**config.mk**
```make
export PLATFORM = sky130hd
export DESIGN_NAME = joystick_dpad_qualifier
export DESIGN_NICKNAME = d
export VERILOG_FILES = /design/src/hdl/jdq_pkg.sv /design/src/hdl/jdq_cal.sv /design/src/hdl/jdq_dir.sv /design/src/hdl/joystick_dpad_qualifier.sv
export SDC_FILE = /design/constraint.sdc
export NUM_CORES = 1
export LEC_CHECK = 0
export BUFFER_PORTS_ARGS = -buffer_cell sky130_fd_sc_hd__buf_2
export CORE_MARGIN = 2
export CORE_UTILIZATION = 30
export CTS_BUF_LIST = sky130_fd_sc_hd__clkbuf_8
export DETAILED_ROUTE_END_ITERATION = 8
export SYNTH_ARGS = -nofsm -noshare
export SYNTH_HDL_FRONTEND = slang
export SYNTH_HIERARCHICAL = 1
export SYNTH_SLANG_ARGS = --single-unit
```
**constraint.sdc**
```tcl
create_clock -name clk -period 5.8 [get_ports clk]
set_input_delay 0.87 -clock clk [delete_from_list [all_inputs] [get_ports clk]]
set_output_delay 0.87 -clock clk [all_outputs]
set_load 0.02 [all_outputs]
```
**src/hdl/jdq_pkg.sv**
```systemverilog
// Package for the joystick D-pad qualifier: widths, register indexes and
// the item, configuration and status types shared by all modules.
// No dependencies.
`default_nettype none

package jdq_pkg;

	localparam int SAMPLE_BITS = 12;
	localparam int CAL_SHIFT   = 4;
	localparam int CAL_SAMPLES = 1 << CAL_SHIFT;
	localparam int SUM_W       = SAMPLE_BITS + CAL_SHIFT;
	localparam int CNT_W       = CAL_SHIFT;
	localparam int CFG_W       = 12;
	localparam int CFG_IDX_W   = 3;
	localparam int KEY_W       = 4;
	localparam int DIR_W       = 4;
	localparam int CMP_W       = ((SAMPLE_BITS > CFG_W) ? SAMPLE_BITS : CFG_W) + 2;

	typedef logic [SAMPLE_BITS-1:0] sample_t;
	typedef logic [CFG_W-1:0]       cfg_word_t;
	typedef logic [DIR_W-1:0]       dir_t;

	localparam sample_t MID_SCALE = sample_t'(1 << (SAMPLE_BITS - 1));

	localparam logic CMD_CAL  = 1'b0;
	localparam logic CMD_POLL = 1'b1;

	// bit positions inside dir_t
	localparam int DIR_LEFT  = 0;
	localparam int DIR_RIGHT = 1;
	localparam int DIR_DOWN  = 2;
	localparam int DIR_UP    = 3;

	typedef enum logic [CFG_IDX_W-1:0] {
		REG_ON_THRESHOLD  = 3'd0,
		REG_OFF_THRESHOLD = 3'd1,
		REG_MAX_DRIFT     = 3'd2,
		REG_MAX_SPREAD    = 3'd3,
		REG_SWAP_AXES     = 3'd4,
		REG_INVERT_X      = 3'd5,
		REG_INVERT_Y      = 3'd6
	} cfg_reg_t;

	typedef struct packed {
		logic             command;
		sample_t          x_sample;
		sample_t          y_sample;
		logic [KEY_W-1:0] button_levels;
	} in_item_t;

	typedef struct packed {
		logic left;
		logic right;
		logic down;
		logic up;
		logic start_key;
		logic a_key;
		logic b_key;
		logic select_y_key;
		logic axes_enabled;
	} out_item_t;

	typedef struct packed {
		cfg_word_t on_threshold;
		cfg_word_t off_threshold;
		cfg_word_t max_drift;
		cfg_word_t max_spread;
		logic      swap_axes;
		logic      invert_x;
		logic      invert_y;
	} cfg_t;

	typedef struct packed {
		logic axes_good;
		logic axes_good_next;
		logic round_end;
	} cal_status_t;

endpackage

`default_nettype wire

```
**src/hdl/jdq_cal.sv**
```systemverilog
// Calibration rounds: sums, min/max per axis, round-end check and centres.
// Depends on jdq_pkg.
`default_nettype none

module jdq_cal (
	input  wire                        clk,
	input  wire                        arst_n,
	input  wire                        step,
	input  wire jdq_pkg::in_item_t     item,
	input  wire jdq_pkg::cfg_t         cfg,
	output jdq_pkg::sample_t           center_x,
	output jdq_pkg::sample_t           center_y,
	output jdq_pkg::cal_status_t       status
);
	import jdq_pkg::*;

	logic [CNT_W-1:0] cnt_q;
	logic [SUM_W-1:0] sum_x_q, sum_y_q;
	sample_t          low_x_q, high_x_q, low_y_q, high_y_q;
	sample_t          center_x_q, center_y_q;
	logic             axes_good_q;

	logic [SUM_W-1:0] sum_x_nxt, sum_y_nxt;
	sample_t          low_x_nxt, high_x_nxt, low_y_nxt, high_y_nxt;
	sample_t          avg_x, avg_y;
	sample_t          drift_x, drift_y, spread_x, spread_y;
	logic             is_cal, last, ok, cal_step;

	assign is_cal   = (item.command == CMD_CAL);
	assign cal_step = step && is_cal;
	assign last     = (cnt_q == CNT_W'(CAL_SAMPLES - 1));

	assign sum_x_nxt  = sum_x_q + SUM_W'(item.x_sample);
	assign sum_y_nxt  = sum_y_q + SUM_W'(item.y_sample);
	assign low_x_nxt  = (item.x_sample < low_x_q)  ? item.x_sample : low_x_q;
	assign high_x_nxt = (item.x_sample > high_x_q) ? item.x_sample : high_x_q;
	assign low_y_nxt  = (item.y_sample < low_y_q)  ? item.y_sample : low_y_q;
	assign high_y_nxt = (item.y_sample > high_y_q) ? item.y_sample : high_y_q;

	// truncating average over a power-of-two round
	assign avg_x = sum_x_nxt[SUM_W-1:CAL_SHIFT];
	assign avg_y = sum_y_nxt[SUM_W-1:CAL_SHIFT];

	assign drift_x  = (avg_x >= MID_SCALE) ? avg_x - MID_SCALE : MID_SCALE - avg_x;
	assign drift_y  = (avg_y >= MID_SCALE) ? avg_y - MID_SCALE : MID_SCALE - avg_y;
	assign spread_x = high_x_nxt - low_x_nxt;
	assign spread_y = high_y_nxt - low_y_nxt;

	assign ok = (CMP_W'(drift_x)  <= CMP_W'(cfg.max_drift))  &&
	            (CMP_W'(drift_y)  <= CMP_W'(cfg.max_drift))  &&
	            (CMP_W'(spread_x) <= CMP_W'(cfg.max_spread)) &&
	            (CMP_W'(spread_y) <= CMP_W'(cfg.max_spread));

	always_ff @(posedge clk or negedge arst_n) begin
		if (!arst_n) begin
			cnt_q       <= '0;
			sum_x_q     <= '0;
			sum_y_q     <= '0;
			low_x_q     <= '1;
			low_y_q     <= '1;
			high_x_q    <= '0;
			high_y_q    <= '0;
			center_x_q  <= MID_SCALE;
			center_y_q  <= MID_SCALE;
			axes_good_q <= 1'b0;
		end else if (cal_step) begin
			if (last) begin
				cnt_q       <= '0;
				sum_x_q     <= '0;
				sum_y_q     <= '0;
				low_x_q     <= '1;
				low_y_q     <= '1;
				high_x_q    <= '0;
				high_y_q    <= '0;
				axes_good_q <= ok;
				if (ok) begin
					center_x_q <= avg_x;
					center_y_q <= avg_y;
				end
			end else begin
				cnt_q    <= cnt_q + 1'b1;
				sum_x_q  <= sum_x_nxt;
				sum_y_q  <= sum_y_nxt;
				low_x_q  <= low_x_nxt;
				low_y_q  <= low_y_nxt;
				high_x_q <= high_x_nxt;
				high_y_q <= high_y_nxt;
			end
		end
	end

	assign center_x              = center_x_q;
	assign center_y              = center_y_q;
	assign status.axes_good      = axes_good_q;
	assign status.round_end      = cal_step && last;
	assign status.axes_good_next = (cal_step && last) ? ok : axes_good_q;

endmodule

`default_nettype wire

```
**src/hdl/jdq_dir.sv**
```systemverilog
// Direction qualifier: swap, invert, deadzone with hysteresis, held state.
// Depends on jdq_pkg.
`default_nettype none

module jdq_dir (
	input  wire                        clk,
	input  wire                        arst_n,
	input  wire                        step,
	input  wire jdq_pkg::in_item_t     item,
	input  wire jdq_pkg::cfg_t         cfg,
	input  wire jdq_pkg::sample_t      center_x,
	input  wire jdq_pkg::sample_t      center_y,
	input  wire jdq_pkg::cal_status_t  status,
	output jdq_pkg::dir_t              dir
);
	import jdq_pkg::*;

	typedef logic signed [CMP_W-1:0] offs_t;

	dir_t    held_q;
	dir_t    dir_c;
	sample_t vx, vy, cx, cy;
	offs_t   dx, dy, dx_i, dy_i;
	logic    active;

	// returns {pos, neg}; negative side wins
	function automatic logic [1:0] qualify(input offs_t d, input logic held_neg,
	                                       input logic held_pos, input cfg_t c);
		offs_t tn, tp;
		tn = offs_t'(held_neg ? c.off_threshold : c.on_threshold);
		tp = offs_t'(held_pos ? c.off_threshold : c.on_threshold);
		if (d + tn <= offs_t'(0)) begin
			qualify = 2'b01;
		end else if (d >= tp) begin
			qualify = 2'b10;
		end else begin
			qualify = 2'b00;
		end
	endfunction

	assign active = (item.command == CMD_POLL) && status.axes_good;

	assign vx = cfg.swap_axes ? item.y_sample : item.x_sample;
	assign vy = cfg.swap_axes ? item.x_sample : item.y_sample;
	assign cx = cfg.swap_axes ? center_y : center_x;
	assign cy = cfg.swap_axes ? center_x : center_y;

	assign dx   = offs_t'(vx) - offs_t'(cx);
	assign dy   = offs_t'(vy) - offs_t'(cy);
	assign dx_i = cfg.invert_x ? -dx : dx;
	assign dy_i = cfg.invert_y ? -dy : dy;

	always_comb begin
		dir_c = '0;
		if (active) begin
			{dir_c[DIR_RIGHT], dir_c[DIR_LEFT]} =
				qualify(dx_i, held_q[DIR_LEFT], held_q[DIR_RIGHT], cfg);
			{dir_c[DIR_UP], dir_c[DIR_DOWN]} =
				qualify(dy_i, held_q[DIR_DOWN], held_q[DIR_UP], cfg);
		end
	end

	always_ff @(posedge clk or negedge arst_n) begin
		if (!arst_n) begin
			held_q <= '0;
		end else if (step) begin
			if (status.round_end) begin
				held_q <= '0;
			end else if (active) begin
				held_q <= dir_c;
			end
		end
	end

	assign dir = dir_c;

endmodule

`default_nettype wire

```
**src/hdl/joystick_dpad_qualifier.sv**
```systemverilog
// Top level of the joystick D-pad qualifier: configuration registers,
// input register and result register. Depends on jdq_pkg, jdq_cal, jdq_dir.
//
// One result per item, one item per cycle sustained while out_ready holds;
// each item waits in the input register, its result in the result register,
// and the calibration/hysteresis state updates as the item leaves the input
// register. The input side stalls only while a result is held in the result
// register with another item waiting behind it. Configuration writes (index
// 0..6, others ignored) are always taken and must only be made while idle.
`default_nettype none

module joystick_dpad_qualifier (
	input  wire                         clk,
	input  wire                         arst_n,
	input  wire                         in_valid,
	output logic                        in_ready,
	input  wire jdq_pkg::in_item_t      in_item,
	output logic                        out_valid,
	input  wire                         out_ready,
	output jdq_pkg::out_item_t          out_item,
	input  wire                         cfg_valid,
	output logic                        cfg_ready,
	input  wire [jdq_pkg::CFG_IDX_W-1:0] cfg_index,
	input  wire jdq_pkg::cfg_word_t     cfg_data
);
	import jdq_pkg::*;

	cfg_t        cfg_q;
	in_item_t    item_s1;
	logic        valid_s1;
	out_item_t   out_q;
	logic        out_valid_q;
	logic        advance;
	sample_t     center_x, center_y;
	cal_status_t cal_status;
	dir_t        dir;
	out_item_t   result;

	assign cfg_ready = 1'b1;

	always_ff @(posedge clk or negedge arst_n) begin
		if (!arst_n) begin
			cfg_q.on_threshold  <= cfg_word_t'(700);
			cfg_q.off_threshold <= cfg_word_t'(450);
			cfg_q.max_drift     <= cfg_word_t'(600);
			cfg_q.max_spread    <= cfg_word_t'(300);
			cfg_q.swap_axes     <= 1'b0;
			cfg_q.invert_x      <= 1'b0;
			cfg_q.invert_y      <= 1'b0;
		end else if (cfg_valid) begin
			unique case (cfg_index)
				REG_ON_THRESHOLD:  cfg_q.on_threshold  <= cfg_data;
				REG_OFF_THRESHOLD: cfg_q.off_threshold <= cfg_data;
				REG_MAX_DRIFT:     cfg_q.max_drift     <= cfg_data;
				REG_MAX_SPREAD:    cfg_q.max_spread    <= cfg_data;
				REG_SWAP_AXES:     cfg_q.swap_axes     <= cfg_data[0];
				REG_INVERT_X:      cfg_q.invert_x      <= cfg_data[0];
				REG_INVERT_Y:      cfg_q.invert_y      <= cfg_data[0];
				default: ;
			endcase
		end
	end

	assign advance  = valid_s1 && (!out_valid_q || out_ready);
	assign in_ready = !valid_s1 || advance;

	always_ff @(posedge clk or negedge arst_n) begin
		if (!arst_n) begin
			valid_s1 <= 1'b0;
		end else if (in_ready) begin
			valid_s1 <= in_valid;
		end
	end

	always_ff @(posedge clk) begin
		if (in_valid && in_ready) begin
			item_s1 <= in_item;
		end
	end

	jdq_cal u_cal (
		.clk      (clk),
		.arst_n   (arst_n),
		.step     (advance),
		.item     (item_s1),
		.cfg      (cfg_q),
		.center_x (center_x),
		.center_y (center_y),
		.status   (cal_status)
	);

	jdq_dir u_dir (
		.clk      (clk),
		.arst_n   (arst_n),
		.step     (advance),
		.item     (item_s1),
		.cfg      (cfg_q),
		.center_x (center_x),
		.center_y (center_y),
		.status   (cal_status),
		.dir      (dir)
	);

	always_comb begin
		result.left         = dir[DIR_LEFT];
		result.right        = dir[DIR_RIGHT];
		result.down         = dir[DIR_DOWN];
		result.up           = dir[DIR_UP];
		result.start_key    = !item_s1.button_levels[0];
		result.a_key        = !item_s1.button_levels[1];
		result.b_key        = !item_s1.button_levels[2];
		result.select_y_key = !item_s1.button_levels[3];
		result.axes_enabled = cal_status.axes_good_next;
	end

	always_ff @(posedge clk or negedge arst_n) begin
		if (!arst_n) begin
			out_valid_q <= 1'b0;
		end else if (advance) begin
			out_valid_q <= 1'b1;
		end else if (out_ready) begin
			out_valid_q <= 1'b0;
		end
	end

	always_ff @(posedge clk) begin
		if (advance) begin
			out_q <= result;
		end
	end

	assign out_valid = out_valid_q;
	assign out_item  = out_q;

endmodule

`default_nettype wire

```
======== After elaboration in Yosys (flattened, before gate mapping) ========
Cells that the tools add are included.
word-level totals
  memory bits (writable) .................. 0
  flip-flop bits (word level) ............. 204
  logic and storage cells ................. 132
  memories ................................ 0
  ROM bits ................................ 0
  latch bits .............................. 0
  output and inout bits ................... 12
cells by class
  multiply operators ...................... 0
  add/sub/neg operators ................... 15
  multiplexer cells ....................... 33
  div/mod/pow operators ................... 0
  bitwise gates (word level) .............. 1
  equal/unequal tests ..................... 7
  reductions and logical operators ........ 29
  shifts and indexed selects .............. 0
  order comparisons ....................... 14
operator list
  cell                                                             number
  two-way mux 12 bit                                               18
  less-or-equal comparator 12 bit                                  4
  adder 16 x 12 -> 16 bit                                          2
  two-way mux 16 bit                                               2
  adder 14 bit                                                     2
  greater-or-equal comparator 14 bit                               2
  less-or-equal comparator 14 x 1 -> 1 bit, second input constant  2
  two-way mux 14 bit                                               2
  negator 14 bit                                                   2
  subtractor 12 x 12 -> 13 bit                                     2
  greater-or-equal comparator 12 bit, second input constant        2
  > comparator 12 bit                                              2
  less-than comparator 12 bit                                      2
  subtractor 12 bit                                                2
  subtractor 12 bit, first input constant                          2
  subtractor 12 bit, second input constant                         2
  AND reduction 2 bit                                              9
  two-way mux 4 bit                                                4
  equality test 3 bit, second input constant                       3
  logical AND 1 bit                                                8
  two-way mux 2 bit                                                4
  equality test 3 x 2 -> 1 bit, second input constant              2
  zero test 1 bit                                                  6
  adder 4 x 1 -> 4 bit, second input constant                      1
  other kinds (8)                                                  12

======== Longest topological paths before layout ========
  depth in word-level cells ............... 10
  mapped depth ............................ 30
  gate-level depth less buffers ........... 28

======== Modules after synthesis ========
Netlist, hierarchy kept.
modules (own cells, without submodules)
  module                   cells each  area an instance (µm²)  times used
  jdq_cal                  1020        9360.2                  1
  jdq_dir                  649         5093.6                  1
  joystick_dpad_qualifier  165         3375.7                  1

======== Least setup slack after synthesis ========
OpenSTA, ideal clock, no wires.
  path type ............................... flip-flop to flip-flop
  from .................................... register u_cal.low_y_q[2]
  to ...................................... register u_cal.center_x_q[10] (netlist: u_cal/center_x[10])
  arrival ................................. 5.974 ns
  period minus slack after synthesis ...... 6.099 ns
  slack ................................... -0.299 ns
  cell stages (with the launch flop) ...... 30
  library setup time ...................... 0.125 ns
  cells stage by stage .................... dfstp_2 inv_1 ha_1 nand2_1 o21ai_0 a21oi_1 o311ai_0 a31o_2 clkbuf_1 buf_1 nand2_1 o21ai_0 ha_1 inv_1 fa_1 a21o_1 a21oi_1 o21bai_1 a21oi_1 o21ai_0 a21o_1 a21oi_1 xnor2_1 ha_1 nand4_1 o31ai_1 o21ai_0 o2111ai_1 clkbuf_1 mux2_2
on the way
  longest elaborated chain between the ends .. 6
ends and longest elaborated chain
  item                                 line           source
  from (decl)                          jdq_cal.sv:19  sample_t low_x_q, high_x_q, low_y_q, high_y_q;
  from (signal assigned)               jdq_cal.sv:85  low_y_q <= low_y_nxt;
  less-than comparator 12 bit          jdq_cal.sv:37  assign low_y_nxt = (item.y_sample < low_y_q) ? item.y_sample : low_y_q;
  two-way mux 12 bit (*)               jdq_cal.sv:37
  subtractor 12 bit (*)                jdq_cal.sv:47  assign spread_y = high_y_nxt - low_y_nxt;
  less-or-equal comparator 12 bit (*)  jdq_cal.sv:52  (CMP_W'(spread_y) <= CMP_W'(cfg.max_spread));
  logical AND 1 bit (*)                jdq_cal.sv:51  (CMP_W'(spread_x) <= CMP_W'(cfg.max_spread)) &&
  AND reduction 3 bit (no line) (*)    --
  to (signal assigned)                 jdq_cal.sv:77  center_x_q <= avg_x;
  to (decl)                            jdq_cal.sv:20  sample_t center_x_q, center_y_q;
Mark *: on every way between the ends. The rest lies on a longest branch, timed or not.
A chain may end at the register's enable or synchronous reset.

======== Worst setup path after layout ========
  from .................................... register u_cal.low_y_q[5]
  to ...................................... register u_cal.center_x_q[4] (netlist: u_cal/center_x[4])
The elaborated chain is that of the path after synthesis.

==> impl_metrics.py <==
metrics = {
    "run_status": {
        "outcome": "complete, no violations",
    },
    "clocking": {
        "cts_hold_buffers": 0,
        "cts_tree": "built",
        "clock_sinks": 204,
        "ctsRootBufferMaster": "clkbuf_8",
        "insertion_delay_ns": 0.61,
        "numCtsBuffers": 41,
        "path_clk_slew_ns": 0.06,
        "cts_max_path_buffers": 3,
        "htree_levels": 2,
    },
    "sta": {
        "final.setup.tns_ns": 0,
        "finalSetupViolCount": 0,
        "fin_crit_sh": 0.956,
        "finalMaxSlewViolations": 0,
        "worstMarginPinSlew_ns": 1.25,
        "postLayoutSetupSlackWorst_ns": 0.254,
        "min_period_ns": 5.55,
        "fin_hold_ws_ns": 0.241,
        "fin_skew_ns": 0.0255,
        "clock.fmax_mhz": 180,
        "finalHoldViolations": 0,
        "max_slew_margin": 0.169,
    },
    "flow_run": {
        "maxCapViolCount": 0,
    },
    "worst_setup_path": {
        "crit_buf_inv": 5,
        "cpLargestDelayFamily": "compound AO/OA/AOI/OAI gates",
        "crit_path_start": "u_cal/low_y_q[5]",
        "slowest_stage": "dfstp_2",
        "worstSetupEndpointType": "register",
        "critPathKind": "register to register",
        "cp_max_fo": 7,
        "reg2reg_from": "u_cal/low_y_q[5]",
        "max_stage_delay_ns": 0.53,
        "worst_ep_arrival_time_ns": 6.01,
        "start_kind": "register",
        "required_ns": 6.27,
    },
    "floorplan": {
        "core-area_um2": 58900,
        "die_area_um2": 61400,
        "die_x_um": 248,
        "die_h_um": 248,
        "row_count": 89,
        "ioPinCount": 61,
        "initial_utilization": 0.303,
    },
    "synthesis": {
        "synth_commonest_cells": "217 x ha_1, 130 x inv_1, 122 x dfrtp_1, 121 x nand2_1, 106 x a21oi_1",
        "yosys_warnings": 6,
        "netlist_area_um2": 17800,
        "synth.most_common_cell": "ha_1",
        "ys.flop_type": "dfrtp_1",
        "netlist_instances": 1834,
        "ys_seq_area_frac": 0.300,
        "synth.area.top_cells": "dfrtp_1 17%, ha_1 15%, dfstp_2 6.5%, edfxtp_1 6.4%, mux2_2 6.3%",
        "synth_edf_count": 38,
        "synthDistinctLibCells": 98,
        "syn_avg_cell_area_um2": 9.72,
        "synth_top_cell_area_share": 0.171,
        "synthArstFlopShare": 0.814,
        "syn-num-nets": 2108,
        "ys_seq_elements": 204,
        "synth.largest_area_cell": "dfrtp_1",
    },
    "grt": {
        "grt_pass1_vias": 14600,
        "antenna_found_initial": 2,
        "grt_overflow_total": 0,
        "grt_pass1_wl_um": 81600,
        "grt.total_usage": 0.170,
        "grt_max_degree": 109,
    },
    "final_layout": {
        "post-route-util": 0.359,
        "fin_area_um2": 21200,
        "drive_gt1_frac": 0.254,
        "fillCellCount": 5806,
        "area_growth_pct": 18.8,
        "layout.nets": 2259,
    },
    "routing": {
        "drt-met1-wl_um": 24300,
        "drtAntennaViolNets": 0,
        "finalWirelength_um": 52300,
        "vias_per_cell": 5.29,
        "dr_wl_met3_um": 2700,
        "num_vias": 14800,
        "routed-wl-met2_um": 23600,
        "drt_iter0_markers": 827,
        "drc": 0,
        "wl_per_cell_um": 18.7,
        "top_layer": "met4",
        "drt_pre_antenna_iters": 5,
    },
    "place": {
        "place_area_um2": 19400,
        "place_worst_setup_slack_ns": -0.0953,
        "gp_congestion": 0.890,
        "portBuffers": 59,
        "dp_hpwl_um": 40100,
    },
    "pwr": {
        "seqPwrFrac": 0.175,
        "peakVddDrop_mv": 0.287,
        "powerDensity_nw_per_um2": 619,
        "pwr-share-comb": 0.687,
        "swShare": 0.460,
        "power.switching_w": 0.00603,
        "p_leak_nw": 9.64,
        "clock_power_share": 0.138,
        "internal_power_w": 0.00708,
    },
    "min_path": {
        "hold_path.class": "primary input to asynchronous set/reset pin",
    },
}
-- path summary, 6_finish.rpt --
path                                      to  slack (ns)  cells past startpoint
setup reg to reg           u_cal/center_x[4]        0.25                     29
hold / removal                     cfg_q[29]        0.24                      1
max in group asynchronous          out_valid        4.46                      2
hold reg to reg             u_cal/sum_x_q[0]        0.47                      2
setup / recovery           u_cal/center_x[4]        0.25                     29
min in group clk                 item_s1[13]        0.44                      1
-- flip-flops by register name (all words and copies together), names as in the netlist --
register	flops
valid_s1	1
item_s1	29
u_dir/held_q	4
u_cal/center_x	12
u_cal/axes_good_q	1
cfg_q	51
u_cal/sum_y_q	16
u_cal/sum_x_q	16
u_cal/low_y_q	12
u_cal/cnt_q	4
u_cal/high_y_q	12
u_cal/center_y	12
out_valid	1
u_cal/high_x_q	12
out_item	9
u_cal/low_x_q	12
-- layout by cell type (no fill, tap or decap), types with 59 or more instances in the layout --
cell type and instances:
mux2i_1 70, a21oi_1 88, mux2_2 100, buf_2 59, xnor2_1 63, nand2_1 121
o21ai_0 87, inv_1 139, buf_4 91, nor2_1 69, ha_1 210, dfrtp_1 121
-- cells by family (layout without fill, tap and decap cells) --
family	after synthesis	after routing	share of synthesized area
other cells	1	2	0.000210
buf+inv	187	371	0.0428
fa+ha+maj	225	225	0.161
flops	204	204	0.300
xor+xnor	106	106	0.0525
simple gates	404	404	0.121
mux	197	197	0.124
compound gates	510	510	0.199
-- what timing repair did --
| item | in CTS | in global routing |
|---|---|---|
| endpoints found under the setup margin | 22 | 34 |
| setup buffers | 2 | 30 |
| resized for setup | 29 | 79 |
| pin swaps | 7 | 43 |
| cloned | 3 | 2 |
-- final cells by class --
type                    instances  area [µm²]  area share
multi-input cells            1443       12100       0.573
flip-flops and latches        204        5350       0.253
repair buffers                165        1250      0.0592
well taps                     773         967      0.0457
clock buffers                  46         633      0.0299
inverters                     130         488      0.0230
clock inverters                30         347      0.0164
diodes                          1        2.50    0.000118
-- per-stage QoR --
stage | power (W) | instances
finish | 0.0131 | 2792
detailed placement | 0.0105 | 2678
CTS | 0.0125 | 2759
global placement | 0.0102 | 2678
global route | 0.0143 | 2792
floorplan | 0.00827 | 1834
-- power by group through the flow --
stage	clock [W]	combinational (W)	sequential, W
final	0.00181	0.00900	0.00229
after global routing	0.00195	0.0100	0.00235
after CTS	0.00187	0.00833	0.00230
after detailed placement	0	0.00814	0.00231
after global placement	0	0.00788	0.00230
after floorplan	0	0.00610	0.00217
-- routing by layer --
metal | track usage | up-vias
li1 | - | 7143
met4 | 0.0609 | 0
met1 | 0.227 | 7163
met3 | 0.0340 | 94
met2 | 0.271 | 377
met5 | 0 | -
Power figures use the tool's default switching activity.
